[src/rtl/bounded_osa_edit_distance_assert.svh]
// Assertion macros for the edit distance block. Each takes a label, a clock, an
// active-low reset, an antecedent and a consequent.
`ifndef BOUNDED_OSA_EDIT_DISTANCE_ASSERT_SVH
`define BOUNDED_OSA_EDIT_DISTANCE_ASSERT_SVH

`ifndef SYNTHESIS

`define BOSA_ASSERT_SAME(lbl, clk, rst_n, ante, cons) \
    lbl: assert property (@(posedge clk) disable iff (!rst_n) (ante) |-> (cons)) \
        else $error("bosa assertion failed");

`define BOSA_ASSERT_NEXT(lbl, clk, rst_n, ante, cons) \
    lbl: assert property (@(posedge clk) disable iff (!rst_n) (ante) |=> (cons)) \
        else $error("bosa assertion failed");

`else

`define BOSA_ASSERT_SAME(lbl, clk, rst_n, ante, cons)

`define BOSA_ASSERT_NEXT(lbl, clk, rst_n, ante, cons)

`endif

`endif

[src/rtl/bosa_pkg.sv]
`default_nettype none

package bosa_pkg;

    typedef enum logic [1:0] {
        OP_SRC     = 2'd0,
        OP_TGT     = 2'd1,
        OP_COMPUTE = 2'd2,
        OP_CLEAR   = 2'd3
    } t_op;

    localparam int CHAR_W  = 8;
    localparam int DIST_W  = 7;
    localparam int PADDR_W = 3;
    localparam int DATA_W  = 32;

    // Word index of the threshold register.
    localparam logic REG_MAX_DIST = 1'b0;

    localparam logic [DIST_W-1:0] MAX_DIST_RESET = 7'd64;
    localparam logic [DIST_W-1:0] DIST_SAT       = 7'd127;

endpackage

`default_nettype wire

[src/rtl/bounded_osa_edit_distance.sv]
// Load items (append source, append target, clear) keep busy low.
// A compute item walks one row per source byte, one cell per cycle through the row
// memory, each row through the row-read, source, column (if any) and end states;
// the strobe follows the last row, earlier on an early stop, next cycle for an
// empty source. The receiver cannot stall; each result is a one-cycle strobe.
// Synchronous reset empties both strings, clears the overflow flag, threshold to 64.
`default_nettype none

`include "bounded_osa_edit_distance_assert.svh"

module bounded_osa_edit_distance #(
    parameter int MAX_LEN = 64
) (
    input  wire logic                                 i_clk,
    input  wire logic                                 i_rst_n,
    input  wire logic                                 start,
    output logic                                      busy,
    input  wire logic [1:0]                           i_operation,
    input  wire logic [bosa_pkg::CHAR_W-1:0]          i_char_code,
    output logic                                      o_valid,
    output logic [bosa_pkg::DIST_W-1:0]               o_distance,
    output logic                                      o_matched,
    output logic                                      o_too_long,
    input  wire logic                                 psel,
    input  wire logic                                 penable,
    input  wire logic                                 pwrite,
    input  wire logic [bosa_pkg::PADDR_W-1:0]         paddr,
    input  wire logic [bosa_pkg::DATA_W-1:0]          pwdata,
    output logic [bosa_pkg::DATA_W-1:0]               prdata,
    output logic                                      pready
);

    localparam int LEN_W = $clog2(MAX_LEN + 1);
    localparam int VAL_W = LEN_W + 1;
    localparam int RES_W = (LEN_W > 8) ? LEN_W : 8;
    localparam int CD    = 2 * MAX_LEN;
    localparam int CAW   = $clog2(CD);
    localparam int RD    = 3 * (MAX_LEN + 1);
    localparam int RAW   = $clog2(RD);

    localparam logic [CAW-1:0]   TGT_BASE = CAW'(MAX_LEN);
    localparam logic [RAW-1:0]   BANK1    = RAW'(MAX_LEN + 1);
    localparam logic [RAW-1:0]   BANK2    = RAW'(2 * (MAX_LEN + 1));
    localparam logic [LEN_W-1:0] LEN_FULL = LEN_W'(MAX_LEN);

    typedef enum logic [2:0] {
        S_IDLE,
        S_ROWRD,
        S_SRC,
        S_COL,
        S_END
    } t_state;

    // Storage: source and target bytes share one memory, the three kept rows
    // share another, each row a bank whose role rotates after every row.
    logic [bosa_pkg::CHAR_W-1:0] char_mem [CD];
    logic [LEN_W-1:0]            row_mem  [RD];

    t_state                      r_state;
    logic [LEN_W-1:0]            r_slen;
    logic [LEN_W-1:0]            r_tlen;
    logic                        r_overflow;
    logic [bosa_pkg::DIST_W-1:0] r_max_dist;
    logic                        r_valid;
    logic [bosa_pkg::DIST_W-1:0] r_distance;
    logic                        r_matched;
    logic                        r_too_long;

    logic [LEN_W-1:0]            r_row;
    logic [LEN_W-1:0]            r_ci;
    logic [LEN_W-1:0]            r_pc;
    logic                        r_pv;
    logic [RAW-1:0]              r_base_cur;
    logic [RAW-1:0]              r_base_prev;
    logic [RAW-1:0]              r_base_pp;
    logic [bosa_pkg::CHAR_W-1:0] r_sc;
    logic [bosa_pkg::CHAR_W-1:0] r_sc_prev;
    logic [bosa_pkg::CHAR_W-1:0] r_tc_prev;
    logic [LEN_W-1:0]            r_cur_left;
    logic [LEN_W-1:0]            r_prev_left;
    logic [LEN_W-1:0]            r_row_min;
    logic [LEN_W-1:0]            r_last;

    logic [bosa_pkg::CHAR_W-1:0] r_char_rd;
    logic [LEN_W-1:0]            r_rowa_rd;
    logic [LEN_W-1:0]            r_rowb_rd;

    logic                        accept;
    logic                        cfg_wr;
    logic                        char_we;
    logic [CAW-1:0]              char_waddr;
    logic [CAW-1:0]              char_raddr;
    logic [RAW-1:0]              rowa_addr;
    logic [RAW-1:0]              rowb_addr;
    logic                        row_we;
    logic [RAW-1:0]              row_waddr;
    logic [LEN_W-1:0]            row_wdata;
    logic                        issue;
    logic                        bounded;
    logic                        early_stop;

    logic [VAL_W-1:0]            n_pv;
    logic [VAL_W-1:0]            n_bb;
    logic [VAL_W-1:0]            n_best;
    logic [LEN_W-1:0]            n_cell;
    logic                        n_emit;
    logic [RES_W-1:0]            n_dist;

    assign busy    = (r_state != S_IDLE);
    assign accept  = start && !busy;
    assign o_valid = r_valid;
    assign o_distance = r_distance;
    assign o_matched  = r_matched;
    assign o_too_long = r_too_long;
    assign pready  = 1'b1;
    assign cfg_wr  = psel && penable && pwrite && pready;
    assign prdata  = (paddr[2] == bosa_pkg::REG_MAX_DIST)
                   ? {{(bosa_pkg::DATA_W - bosa_pkg::DIST_W){1'b0}}, r_max_dist}
                   : '0;

    assign bounded    = (32'(r_max_dist) < MAX_LEN);
    assign early_stop = bounded && (32'(r_row_min) > 32'(r_max_dist));
    assign issue      = (r_state == S_COL) && (r_ci <= r_tlen);

    // Load writes into the byte memory.
    always_comb begin
        char_we    = 1'b0;
        char_waddr = CAW'(r_slen);
        if (accept) begin
            if (i_operation == bosa_pkg::OP_SRC) begin
                char_we = (r_slen < LEN_FULL);
            end else if (i_operation == bosa_pkg::OP_TGT) begin
                char_we    = (r_tlen < LEN_FULL);
                char_waddr = TGT_BASE + CAW'(r_tlen);
            end
        end
    end

    // Read addresses: the source byte at row start, then one target byte and two
    // row entries for each column issued.
    always_comb begin
        char_raddr = '0;
        case (r_state)
            S_ROWRD: char_raddr = CAW'(r_row - LEN_W'(1));
            S_COL:   char_raddr = TGT_BASE + CAW'(r_ci - LEN_W'(1));
            default: char_raddr = '0;
        endcase
        rowa_addr = r_base_prev + RAW'(r_ci);
        rowb_addr = (r_ci >= LEN_W'(2)) ? r_base_pp + RAW'(r_ci - LEN_W'(2)) : r_base_pp;
    end

    // Cell update. Row one sees the initial row 0..tlen, and row two sees it as the
    // row before the previous one, so those reads are replaced by the column index.
    always_comb begin
        n_pv = (r_row == LEN_W'(1)) ? VAL_W'(r_pc) : VAL_W'(r_rowa_rd);
        n_bb = (r_row == LEN_W'(2)) ? VAL_W'(r_pc - LEN_W'(2)) : VAL_W'(r_rowb_rd);
        n_best = n_pv + VAL_W'(1);
        if (VAL_W'(r_cur_left) + VAL_W'(1) < n_best) begin
            n_best = VAL_W'(r_cur_left) + VAL_W'(1);
        end
        if (VAL_W'(r_prev_left) + VAL_W'(r_sc != r_char_rd) < n_best) begin
            n_best = VAL_W'(r_prev_left) + VAL_W'(r_sc != r_char_rd);
        end
        if ((r_row > LEN_W'(1)) && (r_pc > LEN_W'(1)) && (r_sc == r_tc_prev)
                && (r_sc_prev == r_char_rd) && (n_bb + VAL_W'(1) < n_best)) begin
            n_best = n_bb + VAL_W'(1);
        end
        n_cell = n_best[LEN_W-1:0];
    end

    always_comb begin
        row_we    = 1'b0;
        row_waddr = r_base_cur;
        row_wdata = r_row;
        if (r_state == S_ROWRD) begin
            row_we = 1'b1;
        end else if (r_state == S_COL && r_pv) begin
            row_we    = 1'b1;
            row_waddr = r_base_cur + RAW'(r_pc);
            row_wdata = n_cell;
        end
    end

    always_comb begin
        n_emit = 1'b0;
        n_dist = RES_W'(r_last);
        if (accept && i_operation == bosa_pkg::OP_COMPUTE && r_slen == '0) begin
            n_emit = 1'b1;
            n_dist = RES_W'(r_tlen);
        end else if (r_state == S_END) begin
            if (early_stop) begin
                n_emit = 1'b1;
                n_dist = RES_W'(r_max_dist) + RES_W'(1);
            end else if (r_row == r_slen) begin
                n_emit = 1'b1;
            end
        end
    end

    always_ff @(posedge i_clk) begin
        if (char_we) begin
            char_mem[char_waddr] <= i_char_code;
        end
        r_char_rd <= char_mem[char_raddr];
    end

    always_ff @(posedge i_clk) begin
        if (row_we) begin
            row_mem[row_waddr] <= row_wdata;
        end
        r_rowa_rd <= row_mem[rowa_addr];
        r_rowb_rd <= row_mem[rowb_addr];
    end

    always_ff @(posedge i_clk) begin
        if (!i_rst_n) begin
            r_state    <= S_IDLE;
            r_slen     <= '0;
            r_tlen     <= '0;
            r_overflow <= 1'b0;
            r_max_dist <= bosa_pkg::MAX_DIST_RESET;
            r_valid    <= 1'b0;
            r_pv       <= 1'b0;
        end else begin
            r_valid <= n_emit;
            if (n_emit) begin
                r_distance <= (n_dist > RES_W'(bosa_pkg::DIST_SAT))
                            ? bosa_pkg::DIST_SAT : n_dist[bosa_pkg::DIST_W-1:0];
                r_matched  <= (n_dist <= RES_W'(r_max_dist));
                r_too_long <= r_overflow;
                r_tlen     <= '0;
            end
            if (cfg_wr && paddr[2] == bosa_pkg::REG_MAX_DIST) begin
                r_max_dist <= pwdata[bosa_pkg::DIST_W-1:0];
            end

            case (r_state)
                S_IDLE: begin
                    if (accept) begin
                        case (bosa_pkg::t_op'(i_operation))
                            bosa_pkg::OP_SRC: begin
                                if (r_slen < LEN_FULL) begin
                                    r_slen <= r_slen + LEN_W'(1);
                                end else begin
                                    r_overflow <= 1'b1;
                                end
                            end
                            bosa_pkg::OP_TGT: begin
                                if (r_tlen < LEN_FULL) begin
                                    r_tlen <= r_tlen + LEN_W'(1);
                                end else begin
                                    r_overflow <= 1'b1;
                                end
                            end
                            bosa_pkg::OP_COMPUTE: begin
                                r_row       <= LEN_W'(1);
                                r_base_cur  <= '0;
                                r_base_prev <= BANK1;
                                r_base_pp   <= BANK2;
                                if (r_slen != '0) begin
                                    r_state <= S_ROWRD;
                                end
                            end
                            bosa_pkg::OP_CLEAR: begin
                                r_slen     <= '0;
                                r_tlen     <= '0;
                                r_overflow <= 1'b0;
                            end
                            default: begin
                                r_overflow <= r_overflow;
                            end
                        endcase
                    end
                end
                S_ROWRD: begin
                    r_cur_left  <= r_row;
                    r_prev_left <= r_row - LEN_W'(1);
                    r_row_min   <= r_row;
                    r_last      <= r_row;
                    r_ci        <= LEN_W'(1);
                    r_pv        <= 1'b0;
                    r_state     <= S_SRC;
                end
                S_SRC: begin
                    r_sc      <= r_char_rd;
                    r_sc_prev <= r_sc;
                    r_state   <= (r_tlen == '0) ? S_END : S_COL;
                end
                S_COL: begin
                    r_pv <= issue;
                    if (issue) begin
                        r_pc <= r_ci;
                        r_ci <= r_ci + LEN_W'(1);
                    end
                    if (r_pv) begin
                        r_cur_left  <= n_cell;
                        r_prev_left <= n_pv[LEN_W-1:0];
                        r_tc_prev   <= r_char_rd;
                        if (n_cell < r_row_min) begin
                            r_row_min <= n_cell;
                        end
                        if (r_pc == r_tlen) begin
                            r_last  <= n_cell;
                            r_state <= S_END;
                        end
                    end
                end
                S_END: begin
                    r_pv <= 1'b0;
                    if (n_emit) begin
                        r_state <= S_IDLE;
                    end else begin
                        r_row       <= r_row + LEN_W'(1);
                        r_base_cur  <= r_base_pp;
                        r_base_prev <= r_base_cur;
                        r_base_pp   <= r_base_prev;
                        r_state     <= S_ROWRD;
                    end
                end
                default: begin
                    r_state <= S_IDLE;
                end
            endcase
        end
    end

    // A result always leaves the block idle with the target emptied.
    `BOSA_ASSERT_SAME(a_result_idle, i_clk, i_rst_n, o_valid, !busy && r_tlen == '0)
    // The three row banks never alias, so a cell write cannot hit a row being read.
    `BOSA_ASSERT_SAME(a_banks_apart, i_clk, i_rst_n, busy,
        r_base_cur != r_base_prev && r_base_cur != r_base_pp && r_base_prev != r_base_pp)
    // A cell in flight always lies within the target columns.
    `BOSA_ASSERT_SAME(a_col_range, i_clk, i_rst_n, r_state == S_COL && r_pv,
        r_pc != '0 && r_pc <= r_tlen)
    // After a row ends without a result, the next row starts one higher.
    `BOSA_ASSERT_NEXT(a_row_step, i_clk, i_rst_n, r_state == S_END && !n_emit,
        r_state == S_ROWRD && r_row == $past(r_row) + LEN_W'(1))

endmodule

`default_nettype wire

[config.mk]
export PLATFORM = sky130hd
export DESIGN_NAME = bounded_osa_edit_distance
export DESIGN_NICKNAME = d
export VERILOG_FILES = /design/src/rtl/bosa_pkg.sv /design/src/rtl/bounded_osa_edit_distance.sv
export VERILOG_INCLUDE_DIRS = /design/src /design/src/rtl
export SDC_FILE = /design/constraint.sdc
export NUM_CORES = 2
export LEC_CHECK = 0
export ABC_AREA = 1
export BUFFER_PORTS_ARGS = -buffer_cell sky130_fd_sc_hd__buf_4
export CAP_MARGIN = 20
export CORE_MARGIN = 1
export CORE_UTILIZATION = 40
export CTS_CLUSTER_DIAMETER = 150
export DETAILED_ROUTE_END_ITERATION = 10
export PLACE_DENSITY = 0.62
export SLEW_MARGIN = 20
export SYNTH_ARGS = -nofsm -noshare
export SYNTH_HDL_FRONTEND = slang
export SYNTH_SLANG_ARGS = --single-unit
[constraint.sdc]
create_clock -name i_clk -period 15.59 [get_ports i_clk]
set_input_delay 3.118 -clock i_clk [delete_from_list [all_inputs] [get_ports i_clk]]
set_output_delay 3.118 -clock i_clk [all_outputs]
set_load 0.01 [all_outputs]
---- Word-level counts from Yosys, hierarchy flattened ----
Memories as Yosys holds them, arrays and structs flattened. A register that Yosys moved wholly into a read port is not among the register bits.
Cells that the tools add are included.
storage, ports and cells
  input bits .............................. 51
  memories kept ........................... 2
  register bits after elaboration ......... 133
  output and inout port bits .............. 44
  bits in writable memories ............... 2389
  word-level logic and storage cells ...... 199
memories
  name      depth  bits a word  read ports  clocked after memory_dff  wr ports  RTL line                         RTL
  row_mem   195    7            2           2                         1         bounded_osa_edit_distance.sv:57  logic [LEN_W-1:0] row_mem [RD];
  char_mem  128    8            1           1                         1         bounded_osa_edit_distance.sv:56  logic [bosa_pkg::CHAR_W-1:0] char_mem [CD];
cells by class
  muxes and demuxes ....................... 78
  bitwise operators ....................... 1
  magnitude comparators ................... 14
  equality and inequality tests ........... 25
  reductions and logical operators ........ 38
  $add $sub $neg .......................... 18
operators with widths
  operator                                            count
  2-to-1 mux 7 bit                                    23
  2-to-1 mux 8 bit                                    18
  one-hot mux 7 bit (2 select lines)                  9
  one-hot mux 8 bit (2 select lines)                  3
  adder 7 x 1 -> 7 bit, second input constant         4
  adder 7 x 1 -> 8 bit, second input constant         3
  < comparator 8 bit                                  3
  < comparator 7 bit, second input constant           3
  2-to-1 mux 3 bit                                    6
  adder 8 x 7 -> 8 bit                                2
  == test 8 bit                                       2
  2-to-1 mux 1 bit                                    16
  != test 2 bit, second input constant                8
  subtractor 7 x 2 -> 8 bit, second input constant    2
  one-hot mux 3 bit (5 select lines)                  1
  AND reduction 5 bit                                 3
  adder 7 bit, first input constant                   2
  == test 7 bit                                       2
  > comparator 7 x 1 -> 1 bit, second input constant  2
  zero test 7 bit                                     2
  subtractor 7 x 1 -> 7 bit, second input constant    2
  logical AND 1 bit                                   13
  AND reduction 3 bit                                 4
  AND reduction 4 bit                                 3
  other kinds (29)                                    38

---- Depth between registers and ports, before layout ----
  depth after elaboration ................. 14
  depth in mapped cells ................... 51
  gate-level depth less buffers ........... 48

---- Worst setup path after synthesis ----
No wires, ideal clock.
  kind .................................... register -> register
  from .................................... register r_row[1]
  to ...................................... memory row_mem[0][6] (netlist name) (data pin)
  library setup time ...................... 1157 ps
  slack ................................... 3733 ps
  buffers on the path ..................... 3
  required time ........................... 14433 ps
  period minus slack after synthesis ...... 11857 ps
  cell stages (with the launch flop) ...... 38
  data arrival time ....................... 10700 ps
  cells stage by stage .................... edfxtp_1 -> inv_1 -> ha_1 -> inv_1 -> nor2_8 -> nand2_4 -> o21ai_1 -> inv_1 -> ha_1 -> or2_2 -> nand2_1 -> ha_1 -> nand2_1 -> o21ai_0 -> nand3_2 -> nand2_4 -> clkbuf_1 -> nor2_1 -> (+2 left out) -> a21oi_1 -> nor2_1 -> a211oi_1 -> nand2_4 -> clkbuf_1 -> nand2_1 -> o21ai_0 -> ha_1 -> a221oi_1 -> nand4_1 -> nor4_1 -> nand3_1 -> a211oi_1 -> nand2_4 -> buf_8 -> nand2_1 -> o21ai_1 -> o21ai_1
on the way
  word-level cells in the longest chain between the ends .. 12
  elaborated cells on any way between the ends .. 19
  classes of those cells .................. 2 x add/sub; 4 x order compare; 2 x eq/ne; 7 x mux; 4 x reduce/logical
RTL lines
  what                    RTL line                          RTL
  from (decl)             bounded_osa_edit_distance.sv:69   logic [LEN_W-1:0] r_row;
  from (signal assigned)  bounded_osa_edit_distance.sv:313  r_row <= r_row + LEN_W'(1);
  == test 7 x 1 -> 1 bit  bounded_osa_edit_distance.sv:155  n_pv = (r_row == LEN_W'(1)) ? VAL_W'(r_pc) : VAL_W'(r_rowa_rd);
  2-to-1 mux 7 bit        bounded_osa_edit_distance.sv:155
  adder 7 x 1 -> 8 bit    bounded_osa_edit_distance.sv:157  n_best = n_pv + VAL_W'(1);
  < comparator 8 bit      bounded_osa_edit_distance.sv:158  if (VAL_W'(r_cur_left) + VAL_W'(1) < n_best) begin
  2-to-1 mux 8 bit        bounded_osa_edit_distance.sv:158
  < comparator 8 bit      bounded_osa_edit_distance.sv:161  if (VAL_W'(r_prev_left) + VAL_W'(r_sc != r_char_rd) < n_best) begin
  2-to-1 mux 8 bit        bounded_osa_edit_distance.sv:161
  < comparator 8 bit      bounded_osa_edit_distance.sv:165  && (r_sc_prev == r_char_rd) && (n_bb + VAL_W'(1) < n_best)) begin
  logical AND 1 bit       bounded_osa_edit_distance.sv:165
  2-to-1 mux 7 bit (*)    bounded_osa_edit_distance.sv:164  if ((r_row > LEN_W'(1)) && (r_pc > LEN_W'(1)) && (r_sc == r_tc_prev)
  2-to-1 mux 7 bit (*)    bounded_osa_edit_distance.sv:177  end else if (r_state == S_COL && r_pv) begin
  2-to-1 mux 7 bit (*)    bounded_osa_edit_distance.sv:175  if (r_state == S_ROWRD) begin
  net row_wdata[6]        bounded_osa_edit_distance.sv:97   logic [LEN_W-1:0] row_wdata;
  to (decl)               bounded_osa_edit_distance.sv:57
Mark *: on every way through the listed nets, which the timed path passes. The rest lies on a longest branch.

---- Worst setup path after layout ----
  from .................................... register r_row[1]
  to ...................................... memory row_mem[31][6] (netlist name) (data pin)
Same word-level chain as after synthesis.

==> metrics <==
# setup viols final=0; switching pwr=3350 µW; DRC violations left=3; vias per cell=6.11; Avg Inst Size Synth=10.7 µm²; Worst-path clk slew=0.06 ns; Setup CP Type=reg2reg; Synth Instances=11000; final setup TNS=0 ns; most used cell, CP=ha_1; std cell rows=199; Final #Nets=10800; fmax=107 MHz; CTS tree=built; drt pass-1 iters=9; clock root cell=clkbuf_16; Design Power=14700 µW; worst rel slew slack=0.194; vias in the first global route=85600; worst skew pair latency=0.85 ns; slowest CP cell=buf_4; Setup crit end kind=flop; Final Hold Fails=0; ANT nets after route=0; Avg WL per Cell=25.2 µm; Initial Util=0.402; max-cap violations=0; Comb pwr share=0.056; Seq/Total Area, Yosys=0.643; Worst Path Required=16.10 ns; utilization after layout=0.444; Seq pwr share=0.508; total grt overflow=0; RSZ-0062 raised after global routing=false; io pins=95; largest net degree at the start of global routing=243; die area=0.297 mm²; CP Max Fanout=74; Port Buffers=41; result of the run=finished with violations; 1st-iter DRT viols=12000; initial antenna violation count=8; critical path's largest stage delay=0.80 ns; Hold-fix buffers, CTS=0; Worst Max-Slew Pin Slew=1.21 ns; Static Leak=0.0429 µW; first-pass GRT wire length=547000 µm; crit start category=flop; Ys Warns=0; mapped cell area=0.118 mm²; Post-CTS Setup Bufs=0; vias post-DR=90000; Yosys cell types=59; Data arrival, critical path=9.85 ns; clock sinks=2544; Final Cycle Share=0.599; Post-synth top flop=edfxtp_1; Sw Ratio=0.227; Post-DP HPWL=210000 µm; Max VDD drop=0.0000983 V; EDFF count, synth=2495; gr usage total=0.240; CTS Buffer Depth=4; Pint=11400 µW; HP Class=reg2reg; final wirelength=371000 µm; H-tree depth=5; Worst Skew=0.0579 ns; Layout area overhead=10.4%; clock share of power=0.435; Final min period=9.34 ns; setup slack after layout=6.25 ns; # resized after CTS=0; Final GP Congestion=0.899; Die X=545 µm; register bit total from synthesis=2544; delay-heaviest family, CP=compound AO/OA/AOI/OAI gates; pwr dens=113 mW/mm²; layout cell share with drive strength beyond 1=0.0604; Bufs and invs on worst path=5; die outline height=545 µm; failing checks=DRC; Slew Limit Fails=0; dpl ws=6.32 ns; core area=0.294 mm²; TritonCTS buffer count=275; Worst Hold Slack=0.485 ns; fraction of registers with async set/reset=0
[logic make-up (layout without fill, tap and decap cells)]
| family | count (synthesis) | count (layout) | synth area share |
|---|---|---|---|
| XOR/XNOR | 64 | 64 | 0.00475 |
| buffers and inverters | 1688 | 1460 | 0.0548 |
| AND/OR/NAND/NOR | 2765 | 2765 | 0.0956 |
| multiplexers | 1 | 1 | 0.0000848 |
| adder cells (fa/ha/maj) | 93 | 93 | 0.0100 |
| flip-flops | 2544 | 2544 | 0.643 |
| AO/OA/AOI/OAI | 3856 | 3856 | 0.192 |
| other | 2 | 28 | 0.0000636 |
[worst register-to-register path, delay by kind of cell (launching register included)]
family	cells	cell delay, ns
AO/OA/AOI/OAI	10	2.68
AND/OR/NAND/NOR	16	2.57
buffers and inverters	5	1.95
adder cells (fa/ha/maj)	5	1.21
flip-flops	1	0.51
[sequential cells by signal, summed over array words and instances (netlist names), 8 cells and up]
register / flops
char_mem: 1024
r_tc_prev: 8
row_mem: 1365
r_sc: 8
r_base_prev: 8
r_base_cur: 8
r_base_pp: 8
r_sc_prev: 8
r_char_rd: 8
[final cells by class]
| cell class | count | area (µm²) |
|---|---|---|
| diodes | 2 | 5.00 |
| clock buffers | 343 | 7410 |
| clock inverters | 134 | 1240 |
| fillers | 26900 | 163000 |
| inverters | 795 | 3030 |
| multi-input cells | 6805 | 36100 |
| flip-flops and latches | 2544 | 75900 |
| well taps | 3919 | 4900 |
| repair buffers | 188 | 1790 |
[metrics by stage]
stage | area, µm² | cells
2_1_floorplan | 118000 | 11000
3_3_place_gp | 122000 | 14200
3_5_place_dp | 122000 | 14200
4_1_cts | 130000 | 14700
5_1_grt | 130000 | 14700
6_report | 130000 | 14700
[worst paths after layout]
kind / start / to / slack, ns / cells after the start
worst max-delay path: r_row[1]$_SDFFCE_PP0P_ / row_mem[31][6]$_DFFE_PP_ / 6.25 / 36
worst min-delay path: r_sc[1]$_DFFE_PP_ / r_sc_prev[1]$_DFFE_PP_ / 0.48 / 0
worst max register to register: r_row[1]$_SDFFCE_PP0P_ / row_mem[31][6]$_DFFE_PP_ / 6.25 / 36
worst min register to register: r_sc[1]$_DFFE_PP_ / r_sc_prev[1]$_DFFE_PP_ / 0.48 / 0
[cell usage in the layout (no fill, tap or decap), types with 14 or more instances in the layout]
cell type  instances
bufinv_16         21
nand4_1           23
o311ai_0         171
a21oi_1          748
conb_1            26
o21ai_4           15
o22ai_1          326
nor2_1          1494
a311oi_1         105
o221ai_1         119
xnor2_1           20
nand3_1          429
a31oi_1           43
o21ai_1           14
nand2_1          707
o211ai_1         464
edfxtp_1        2495
dfxtp_1           49
xor2_1            42
clkbuf_16        284
a211oi_1          14
nor3_1            34
clkbuf_1          51
ha_1              89
clkinv_2          43
inv_1            775
o21ai_0         1788
clkinv_1          53
buf_4            159
buf_12            24
[Yosys cell counts, drive strengths merged, types with 5 or more instances]
cell    count  area (µm²)
and3        9        56.3
ha         90        1130
buf        94         484
o22ai     327        2050
clkbuf    799        3000
nand2     725        2780
clkinv      6        22.5
o21ai    1819        9120
o311ai    171        1500
a211oi     14         105
nand3     433        2180
inv       789        2960
a22oi       5        37.5
nand3b      6        45.0
nand4      23         144
or2        10        62.6
o21bai      7        52.6
nor3       34         170
nor4       16         100
a32o       13         130
a311oi    105         920
xor2       44         385
dfxtp      49         981
xnor2      20         175
o211ai    464        3480
a31oi      43         269
o221ai    119        1040
edfxtp   2495       74900
nor2     1502        5700
nor3b       5        37.5
a21oi     751        3790
[layer usage]
layer | part of all wire | vias up | track usage
met1 | 0.39 | 43900 | 0.323
met3 | 0.10 | 996 | 0.0420
met5 | 0.00016 | - | 0
met2 | 0.45 | 5326 | 0.373
met4 | 0.053 | 8 | 0.123
li1 | - | 39700 | -
[power by group through the flow]
| stage | clock, µW | combinational, µW | sequential, µW |
|---|---|---|---|
| floorplan | 0 | 449 | 7640 |
| CTS | 6470 | 803 | 7500 |
| global placement | 0 | 793 | 7640 |
| global route | 6730 | 875 | 7490 |
| finish | 6420 | 830 | 7500 |
| detailed placement | 0 | 800 | 7640 |
Power figures use the tool's default switching activity.
